--- src/rtl/hrht_pkg.sv ---
// Types, constants and helpers for the HTTP request header tokenizer.
// No dependencies.
package hrht_pkg;

   localparam int LENGTH_BITS = 16;

   localparam logic [7:0] CHAR_CR    = 8'h0D;
   localparam logic [7:0] CHAR_LF    = 8'h0A;
   localparam logic [7:0] CHAR_COLON = 8'h3A;
   localparam logic [7:0] CHAR_SPACE = 8'h20;

   localparam logic [2:0] GET_LEN    = 3'd3;
   localparam logic [2:0] HOST_LEN   = 3'd4;
   localparam logic [2:0] NO_MATCH   = 3'd7;

   typedef enum logic [2:0] {
      PH_METHOD   = 3'd0,
      PH_RESOURCE = 3'd1,
      PH_PROTOCOL = 3'd2,
      PH_NAME     = 3'd3,
      PH_VALUE    = 3'd4,
      PH_BODY     = 3'd5
   } phase_type;

   typedef enum logic [2:0] {
      K_METHOD   = 3'd0,
      K_RESOURCE = 3'd1,
      K_PROTOCOL = 3'd2,
      K_NAME     = 3'd3,
      K_VALUE    = 3'd4,
      K_DROP     = 3'd5,
      K_BODY     = 3'd6
   } kind_type;

   typedef struct packed {
      logic [7:0] data_byte;
      logic       start_request;
   } req_type;

   typedef struct packed {
      kind_type    field_kind;
      logic [7:0]  out_byte;
      logic        field_end;
      logic        host_value;
      logic        method_get;
      logic        headers_done;
      logic [15:0] header_length;
   } rsp_type;

   function automatic logic [7:0] get_char(input logic [1:0] idx);
      case (idx)
         2'd0:    get_char = 8'h47; // G
         2'd1:    get_char = 8'h45; // E
         default: get_char = 8'h54; // T
      endcase
   endfunction

   function automatic logic [7:0] host_char(input logic [1:0] idx);
      case (idx)
         2'd0:    host_char = 8'h68; // h
         2'd1:    host_char = 8'h6F; // o
         2'd2:    host_char = 8'h73; // s
         default: host_char = 8'h74; // t
      endcase
   endfunction

   function automatic logic [7:0] to_lower(input logic [7:0] c);
      if (c >= 8'h41 && c <= 8'h5A) to_lower = c + 8'h20;
      else to_lower = c;
   endfunction

endpackage

--- src/rtl/http_request_header_tokenizer.sv ---
// Top level of the HTTP request header tokenizer: input register, per-byte
// parse logic, result register. Depends on hrht_pkg.
//
//   channel | ports                        | payload
//   --------+------------------------------+----------------------
//   request | req_valid, req_stall, req_data | hrht_pkg::req_type
//   result  | rsp_valid, rsp_stall, rsp_data | hrht_pkg::rsp_type
//
// One word per cycle sustained while rsp_stall is low; a word's result reaches
// rsp_data through the input register, then the result register.
// The parse state is updated as a word moves from the input register into
// the result register, so consecutive bytes chain through one short step.
// A stall on the result side backs up into req_stall only once both
// registers hold a word. Reset is synchronous and clears both valids and
// the parse state.
module http_request_header_tokenizer (
   input  logic              clock,
   input  logic              reset,
   input  logic              req_valid,
   output logic              req_stall,
   input  hrht_pkg::req_type req_data,
   output logic              rsp_valid,
   input  logic              rsp_stall,
   output hrht_pkg::rsp_type rsp_data
);

   logic                               in_valid_ff, in_valid_in;
   hrht_pkg::req_type                  in_data_ff;
   logic                               rsp_valid_ff, rsp_valid_in;
   hrht_pkg::rsp_type                  rsp_data_ff, rsp_data_in;

   hrht_pkg::phase_type                phase_ff, phase_in;
   logic [2:0]                         method_match_ff, method_match_in;
   logic [2:0]                         name_match_ff, name_match_in;
   logic                               name_empty_ff, name_empty_in;
   logic                               skip_space_ff, skip_space_in;
   logic                               is_host_ff, is_host_in;
   logic                               is_get_ff, is_get_in;
   logic [hrht_pkg::LENGTH_BITS-1:0]   byte_count_ff, byte_count_in;

   logic                               req_accept;
   logic                               out_move;
   logic [7:0]                         b;
   logic [7:0]                         lower_b;

   assign out_move   = in_valid_ff && (!rsp_valid_ff || !rsp_stall);
   assign req_stall  = in_valid_ff && !out_move;
   assign req_accept = req_valid && !req_stall;
   assign rsp_valid  = rsp_valid_ff;
   assign rsp_data   = rsp_data_ff;

   assign b       = in_data_ff.data_byte;
   assign lower_b = hrht_pkg::to_lower(b);

   always_comb begin
      if (req_accept) in_valid_in = 1'b1;
      else if (out_move) in_valid_in = 1'b0;
      else in_valid_in = in_valid_ff;

      if (out_move) rsp_valid_in = 1'b1;
      else if (!rsp_stall) rsp_valid_in = 1'b0;
      else rsp_valid_in = rsp_valid_ff;
   end

   // per-byte parse step
   always_comb begin
      if (in_data_ff.start_request) begin
         phase_in        = hrht_pkg::PH_METHOD;
         method_match_in = 3'd0;
         name_match_in   = 3'd0;
         name_empty_in   = 1'b1;
         skip_space_in   = 1'b0;
         is_host_in      = 1'b0;
         is_get_in       = 1'b0;
         byte_count_in   = '0;
      end else begin
         phase_in        = phase_ff;
         method_match_in = method_match_ff;
         name_match_in   = name_match_ff;
         name_empty_in   = name_empty_ff;
         skip_space_in   = skip_space_ff;
         is_host_in      = is_host_ff;
         is_get_in       = is_get_ff;
         byte_count_in   = byte_count_ff;
      end

      if (phase_in != hrht_pkg::PH_BODY && byte_count_in != '1)
         byte_count_in = byte_count_in + hrht_pkg::LENGTH_BITS'(1);

      rsp_data_in.field_kind = hrht_pkg::K_DROP;
      rsp_data_in.out_byte   = b;
      rsp_data_in.field_end  = 1'b0;
      rsp_data_in.host_value = 1'b0;

      if (phase_in == hrht_pkg::PH_BODY) begin
         rsp_data_in.field_kind = hrht_pkg::K_BODY;
      end else if (b == hrht_pkg::CHAR_CR) begin
         skip_space_in = 1'b0;
      end else begin
         case (phase_in)
            hrht_pkg::PH_METHOD: begin
               if (b == hrht_pkg::CHAR_SPACE) begin
                  rsp_data_in.field_end = 1'b1;
                  is_get_in = (method_match_in == hrht_pkg::GET_LEN);
                  phase_in  = hrht_pkg::PH_RESOURCE;
               end else begin
                  rsp_data_in.field_kind = hrht_pkg::K_METHOD;
                  if (method_match_in < hrht_pkg::GET_LEN &&
                      b == hrht_pkg::get_char(method_match_in[1:0]))
                     method_match_in = method_match_in + 3'd1;
                  else
                     method_match_in = hrht_pkg::NO_MATCH;
               end
            end
            hrht_pkg::PH_RESOURCE: begin
               if (b == hrht_pkg::CHAR_SPACE) begin
                  rsp_data_in.field_end = 1'b1;
                  phase_in = hrht_pkg::PH_PROTOCOL;
               end else begin
                  rsp_data_in.field_kind = hrht_pkg::K_RESOURCE;
               end
            end
            hrht_pkg::PH_PROTOCOL: begin
               if (b == hrht_pkg::CHAR_LF) begin
                  rsp_data_in.field_end = 1'b1;
                  phase_in      = hrht_pkg::PH_NAME;
                  name_empty_in = 1'b1;
                  name_match_in = 3'd0;
               end else begin
                  rsp_data_in.field_kind = hrht_pkg::K_PROTOCOL;
               end
            end
            hrht_pkg::PH_NAME: begin
               if (b == hrht_pkg::CHAR_LF) begin
                  // empty line ends the headers; otherwise drop the partial name
                  if (name_empty_in) begin
                     phase_in = hrht_pkg::PH_BODY;
                  end else begin
                     rsp_data_in.field_end = 1'b1;
                     name_empty_in = 1'b1;
                     name_match_in = 3'd0;
                  end
               end else if (b == hrht_pkg::CHAR_COLON) begin
                  rsp_data_in.field_end = 1'b1;
                  is_host_in    = (name_match_in == hrht_pkg::HOST_LEN);
                  skip_space_in = 1'b1;
                  phase_in      = hrht_pkg::PH_VALUE;
               end else begin
                  rsp_data_in.field_kind = hrht_pkg::K_NAME;
                  rsp_data_in.out_byte   = lower_b;
                  name_empty_in = 1'b0;
                  if (name_match_in < hrht_pkg::HOST_LEN &&
                      lower_b == hrht_pkg::host_char(name_match_in[1:0]))
                     name_match_in = name_match_in + 3'd1;
                  else
                     name_match_in = hrht_pkg::NO_MATCH;
               end
            end
            hrht_pkg::PH_VALUE: begin
               if (b == hrht_pkg::CHAR_LF) begin
                  rsp_data_in.field_end = 1'b1;
                  phase_in      = hrht_pkg::PH_NAME;
                  name_empty_in = 1'b1;
                  name_match_in = 3'd0;
                  is_host_in    = 1'b0;
                  skip_space_in = 1'b0;
               end else if (b == hrht_pkg::CHAR_SPACE && skip_space_in) begin
                  skip_space_in = 1'b0;
               end else begin
                  skip_space_in = 1'b0;
                  rsp_data_in.field_kind = hrht_pkg::K_VALUE;
                  rsp_data_in.host_value = is_host_in;
               end
            end
            default: begin
               phase_in = hrht_pkg::PH_BODY;
               rsp_data_in.field_kind = hrht_pkg::K_BODY;
            end
         endcase
      end

      rsp_data_in.method_get    = is_get_in;
      rsp_data_in.headers_done  = (phase_in == hrht_pkg::PH_BODY);
      rsp_data_in.header_length = 16'(byte_count_in);
   end

   always_ff @(posedge clock) begin
      if (reset) begin
         in_valid_ff     <= 1'b0;
         rsp_valid_ff    <= 1'b0;
         phase_ff        <= hrht_pkg::PH_METHOD;
         method_match_ff <= 3'd0;
         name_match_ff   <= 3'd0;
         name_empty_ff   <= 1'b1;
         skip_space_ff   <= 1'b0;
         is_host_ff      <= 1'b0;
         is_get_ff       <= 1'b0;
         byte_count_ff   <= '0;
      end else begin
         in_valid_ff  <= in_valid_in;
         rsp_valid_ff <= rsp_valid_in;
         if (out_move) begin
            phase_ff        <= phase_in;
            method_match_ff <= method_match_in;
            name_match_ff   <= name_match_in;
            name_empty_ff   <= name_empty_in;
            skip_space_ff   <= skip_space_in;
            is_host_ff      <= is_host_in;
            is_get_ff       <= is_get_in;
            byte_count_ff   <= byte_count_in;
         end
      end
   end

   always_ff @(posedge clock) begin
      if (req_accept) in_data_ff <= req_data;
      if (out_move) rsp_data_ff <= rsp_data_in;
   end

endmodule

--- config.mk ---
export PLATFORM = sky130hd
export DESIGN_NAME = http_request_header_tokenizer
export DESIGN_NICKNAME = d
export VERILOG_FILES = /design/src/rtl/hrht_pkg.sv /design/src/rtl/http_request_header_tokenizer.sv
export SDC_FILE = /design/constraint.sdc
export NUM_CORES = 1
export LEC_CHECK = 0
export BUFFER_PORTS_ARGS = -buffer_cell sky130_fd_sc_hd__buf_2
export CORE_MARGIN = 2
export CORE_UTILIZATION = 50
export DETAILED_ROUTE_END_ITERATION = 16
export PLACE_DENSITY = 0.8
export SETUP_SLACK_MARGIN = 0.02
export SLEW_MARGIN = 30
export SYNTH_ARGS = -nofsm -noshare
export SYNTH_HDL_FRONTEND = slang
export SYNTH_SLANG_ARGS = --single-unit
--- constraint.sdc ---
create_clock -name clock -period 4.71 [get_ports clock]
set_input_delay 0 -clock clock [delete_from_list [all_inputs] [get_ports clock]]
set_output_delay 0 -clock clock [all_outputs]
set_load 0.03 [all_outputs]
# Word level (Yosys, flattened, before mapping)
# Cells that the tools add are included.
# classes
addsub	4
order_cmp	4
n_eq_ne	20
muxes	88
n_bitwise	1
n_reduce_logical	21
# ops
cell	count
8-bit 2-to-1 mux	11
3-bit 2-to-1 mux	26
1-bit 2-to-1 mux	36
16-bit 2-to-1 mux	2
11-bit 2-to-1 mux	2
16-bit by 1-bit adder with 16-bit output, second input constant	1
8-bit by 4-bit == test with 1-bit output, second input constant	2
8-bit by 6-bit == test with 1-bit output, second input constant	2
8-bit == test	2
16-bit inequality test, second input constant	1
3-bit one-hot mux with 5 select lines	1
5-bit one-hot mux with 3 select lines	1
3-bit == test, second input constant	4
12-bit 2-to-1 mux	1
3-bit one-hot mux with 4 select lines	1
10-bit 2-to-1 mux	1
5-bit one-hot mux with 2 select lines	1
3-bit by 2-bit == test with 1-bit output, second input constant	3
8-bit by 6-bit adder with 8-bit output, second input constant	1
8-bit by 7-bit greater-or-equal comparator with 1-bit output, second input constant	1
8-bit by 7-bit <= comparator with 1-bit output, second input constant	1
1-bit logical AND	8
3-bit by 1-bit adder with 3-bit output, second input constant	2
1-bit one-hot mux with 2 select lines	3
other kinds (17)	24
# totals
ff_bits	71
output_inout_bits	33
elab_cells	158

# Logic depth before layout (Yosys ltp)
# logic_depth
word_depth	16
mapped_depth	11

# Worst setup path before layout
# No wires, ideal clock.
# synth_path
kind	register -> register
from	register in_data_ff[0] in the netlist's numbering
to	register rsp_data_ff (netlist bit rsp_data[15]) (data pin)
setup_time_ns	0.266
t_arrival_ns	2.571
setup_slack_ns	1.873
path_stages_with_launch	12
path_buffers	4
period_less_slack_ns	2.837
path_cell_list	edfxtp_1 > buf_2 > clkbuf_1 > clkbuf_1 > clkbuf_1 > nor2b_1 > ha_1 > nand3b_1 > nor2_1 > a2111oi_2 > xnor2_1 > nor2_1
# synth_between
elab_chain_len	4
elab_cells_between_ends	7
cone_classes	add/sub (1); eq/ne (2); mux (3); reduce/logical (1)
# synth_rtl
item	line_no	text
from (decl)	http_request_header_tokenizer.sv:28	hrht_pkg::req_type in_data_ff;
from (signal assigned)	http_request_header_tokenizer.sv:216	if (req_accept) in_data_ff <= req_data;
parallel branches: the longest is 3 deep, another holds 16-bit by 1-bit adder with 16-bit output	-	
16-bit 2-to-1 mux *	http_request_header_tokenizer.sv:87	if (phase_in != hrht_pkg::PH_BODY && byte_count_in != '1)
via byte_count_in, one bit	http_request_header_tokenizer.sv:39	logic [hrht_pkg::LENGTH_BITS-1:0] byte_count_ff, byte_count_in;
to (signal assigned)	http_request_header_tokenizer.sv:217	if (out_move) rsp_data_ff <= rsp_data_in;
to (decl)	http_request_header_tokenizer.sv:30	hrht_pkg::rsp_type rsp_data_ff, rsp_data_in;
# Mark *: on every way through the listed nets, which the timed path passes.
# A chain may end at the register's enable or synchronous reset.

# Final worst setup path
# layout_path
from	register in_data_ff[0] in the netlist's numbering
to	register name_match_ff[1]
# layout_between
elab_chain_len	16
elab_cells_between_ends	29
cone_classes	add/sub (1); order compare (1); eq/ne (7); mux (17); reduce/logical (3)
# layout_rtl
item	line_no	text
3-bit 2-to-1 mux	http_request_header_tokenizer.sv:67	if (in_data_ff.start_request) begin
2-bit == test (tied with other cells)	hrht_pkg.sv:59	case (idx)
5-bit one-hot mux with 3 select lines	hrht_pkg.sv:59	
8-bit 2-to-1 mux	http_request_header_tokenizer.sv:143	end else if (b == hrht_pkg::CHAR_COLON) begin
8-bit 2-to-1 mux	http_request_header_tokenizer.sv:134	if (b == hrht_pkg::CHAR_LF) begin
8-bit 2-to-1 mux	http_request_header_tokenizer.sv:100	case (phase_in)
8-bit 2-to-1 mux	http_request_header_tokenizer.sv:97	end else if (b == hrht_pkg::CHAR_CR) begin
8-bit 2-to-1 mux	http_request_header_tokenizer.sv:95	if (phase_in == hrht_pkg::PH_BODY) begin
8-bit == test	http_request_header_tokenizer.sv:153	lower_b == hrht_pkg::host_char(name_match_in[1:0]))
1-bit logical AND	http_request_header_tokenizer.sv:152	if (name_match_in < hrht_pkg::HOST_LEN &&
3-bit 2-to-1 mux	http_request_header_tokenizer.sv:152	
3-bit 2-to-1 mux	http_request_header_tokenizer.sv:143	
3-bit 2-to-1 mux	http_request_header_tokenizer.sv:134	
3-bit one-hot mux with 2 select lines	http_request_header_tokenizer.sv:100	
3-bit 2-to-1 mux	http_request_header_tokenizer.sv:97	
3-bit 2-to-1 mux *	http_request_header_tokenizer.sv:95	
to (signal assigned)	http_request_header_tokenizer.sv:205	name_match_ff <= name_match_in;
to (decl)	http_request_header_tokenizer.sv:34	logic [2:0] name_match_ff, name_match_in;
# Mark *: on every way between the ends. The rest lies on a longest branch, timed or not. The select of a mux whose other input is x is not followed.

==> summary.txt <==
Cells and area
  • Final cell area excluding filler cells: ~4800 um^2
  • Final core occ: between 50 and 60%
  • Synth-to-layout area growth: 13.8%
  • Antenna diodes: 0
  • Commonest non-fill, non-tap cell in the layout: buf_2
  • Most frequent cells in the layout: buf_2 (45), nor2_1 (41), edfxtp_1 (40)
  • Share of cells above drive strength 1: about 17%
  • # nets final: 513

Power
  • Total Power: between 1 and 1.5 mW
  • Clock Power Share: 39.1%
  • Flop pwr share: about half
  • Switching share of power: around 27%
  • P per Cell Area: roughly 300 nW/um^2
  • Max VDD drop: approximately 0.17 mV
  • Net Switching: about 0.38 mW
  • Pleak: 1.71 nW
  • Comb pwr share: 11.1%
  • Internal power: about 1.0 mW

GRT
  • Overall routing resource usage: between 20% and 30%
  • Global-route wire length before repair: 17600 um
  • Antenna violations before repair: 0
  • Vias in the first global route: about 3600
  • Total gr overflow: 0
  • Largest net degree at the start of global routing: 53

Worst setup path
  • Crit path buf inv count: 1
  • Setup crit start: in_data_ff[0]
  • Crit start category: register
  • Reg2reg path depth: 8
  • Crit Path Max Fanout: 17
  • CP max stage delay: between 500 and 600 ps
  • Critical Path Stages: 8
  • CP Class: register to register
  • Crit path max-delay family: compound AO/OA/AOI/OAI gates
  • Crit end category: register
  • CP Cell Sequence: clkinv_1 -> nand2_1 -> ha_1 -> nor3_1 -> o22ai_1 -> a211oi_1 -> nand3_1 -> a311o_1
  • Critical Path RT: about 5000 ps
  • R2R Path Start: in_data_ff[0]
  • Slowest-stage cell, CP: a211oi_1
  • Worst path arrival time: 3030 ps

Timing
  • Skew final: between 10 and 15 ps
  • Worst Max-Slew Pin Slew: 893 ps
  • Fin crit period: around 2800 ps
  • Setup_tns: 0 ps
  • RSZ-0062 raised after global routing: no
  • Setup violations, final: 0
  • Normalized max-slew margin: 40.3%
  • F_max: approximately 0.36 GHz
  • Period utilization: 59.0%
  • Final count of hold timing violations: 0
  • Slew Limit Fails: 0

Drt
  • WL per Instance: about 18 um
  • Pre-antenna DRT Iters: 6
  • Routed WL: ~11000 um
  • Number of remaining DRC errors: 0
  • Post-DRT Antenna Nets: 0
  • Number of vias per cell: around 6.4
  • First-iteration detailed-routing DRC count: approximately 450
  • Vias: 3833

Outcome
  • Outcome: finished, final reports clean

Min path
  • Hold path depth: 2
  • HP Start: reset
  • Min-delay worst type: input port to register

CTS
  • Post-CTS setup buffers: 0
  • Clock Path Buffers: 2
  • CTS root buffer: clkbuf_8
  • Clock tree sinks: between 70 and 80
  • Number of buffers created by CTS: 9
  • H-tree depth: 3
  • Clk_lat worst skew: between 300 and 400 ps
  • Clock transition at path regs: 90 ps
  • Post-CTS Resized: 0
  • CTS tree: done
  • Hold Buf Count CTS: 11

Synth
  • Mapped Nets: between 400 and 500
  • Syn. warnings: 0
  • Syn avg cell area: about 9.2 um^2
  • Seq cells post-synth: 71
  • Seq/Total Area, Yosys: 43.5%
  • Yosys top cell area share: between 20% and 30%
  • Synth cell types: 75
  • Top cells by area, synth: edfxtp_1 (29%), dfxtp_1 (15%), nor2_1 (3.7%)
  • Asr flop ratio synth: 0%
  • Post-Synthesis Cells: between 400 and 500
  • EDFF count, synth: 40
  • Cell Area, Synth: about 4200 um^2
  • Main synth FF type: edfxtp_1
  • Yosys top cell by area: edfxtp_1

Floorplan
  • I/O pin cnt: between 40 and 50
  • Total core area: ~8200 um^2
  • Die X: roughly 96 um
  • Die area: between 9000 and 10000 um^2
  • Die Ht: roughly 96 um
  • Initial core utilization: between 50% and 60%
  • Num rows: 33

Placed design
  • Port bufs: 45
  • GP Congestion: 0.949
  • DPL Wire Length: between 7000 and 8000 um
  • Area after DPL: about 4400 um^2

Run
  • Max Cap Viol: 0
==> worst paths after layout <==
kind | endpoint | slack, ps
max | name_match_ff[1] | 1930
max reg2reg | name_match_ff[1] | 1930
min reg2reg | method_match_ff[2] | 490
min | rsp_valid | 130
==> area by class of cell <==
class | count | area [um^2]
tap | 105 | 131
multi-input combinational | 340 | 2190
inverter | 11 | 41.3
sequential | 71 | 1820
clock inverter | 7 | 95.1
fill | 724 | 3410
clock buffer | 9 | 124
timing repair buffer | 60 | 365
==> metrics by stage <==
step | worst slack (ps) | hold slack [ps] | instances
after detailed placement | 2010 | 179 | 576
final | 1930 | 128 | 603
after CTS | 2010 | 132 | 603
after global placement | 2070 | 176 | 576
after floorplan | 1870 | 98.9 | 453
after global routing | 1750 | 158 | 603
==> flip-flops by register name, indices dropped and copies added, names as in the netlist <==
| name | count |
|---|---|
| in_data_ff | 1 |
| byte_count_ff | 16 |
| b | 8 |
| method_match_ff | 3 |
| rsp_valid | 1 |
| phase_ff | 3 |
| skip_space_ff | 1 |
| rsp_data | 31 |
| name_empty_ff | 1 |
| name_match_ff | 3 |
| is_host_ff | 1 |
| is_get_ff | 1 |
| in_valid_ff | 1 |
==> layer usage <==
layer / vias to the layer above / global-route usage (%) / share of wire, %
li1: 1796 / - / -
met5: - / 0 / 0
met1: 1802 / 34.0 / 43
met4: 0 / 11.3 / 2.6
met2: 203 / 38.6 / 45
met3: 32 / 5.45 / 9.2
==> logic make-up after synthesis <==
kind of cell / share of synthesized area [%]
AO/OA/AOI/OAI: 20.3
XOR/XNOR: 3.76
adder cells (fa/ha/maj): 2.09
flip-flops: 43.5
multiplexers: 0.747
buffers and inverters: 4.27
AND/OR/NAND/NOR: 25.3
==> worst reg2reg max path: cells and delay by family, from the launching register on <==
family	cells	cell delay (ps)
and+or+nand+nor	3	630
DFF	1	350
buffers and inverters	1	490
AOI/OAI and AO/OA	3	910
adders and majority gates	1	300
==> synthesized netlist by cell type, types with 6 or more instances <==
library cell	instances
nor4_1	7
xnor2_1	7
o21a_1	6
a21oi_1	30
a211oi_1	6
a31oi_1	10
a311oi_1	7
clkbuf_1	23
nand4_1	7
nor2b_1	13
nand2b_1	6
inv_1	9
or3_1	11
nor3_1	9
and3_1	7
xor2_1	11
nand3_1	14
edfxtp_1	40
o21ai_0	20
nor2_1	41
dfxtp_1	31
ha_1	7
o211ai_1	6
nand2_1	35
==> power by group through the flow <==
stage,sequential [mW],clock [mW],combinational [mW]
finish,0.705,0.552,0.156
global route,0.708,0.580,0.168
CTS,0.704,0.554,0.154
detailed placement,0.718,0,0.146
global placement,0.717,0,0.144
floorplan,0.727,0,0.0967
Power figures use the tool's default switching activity.
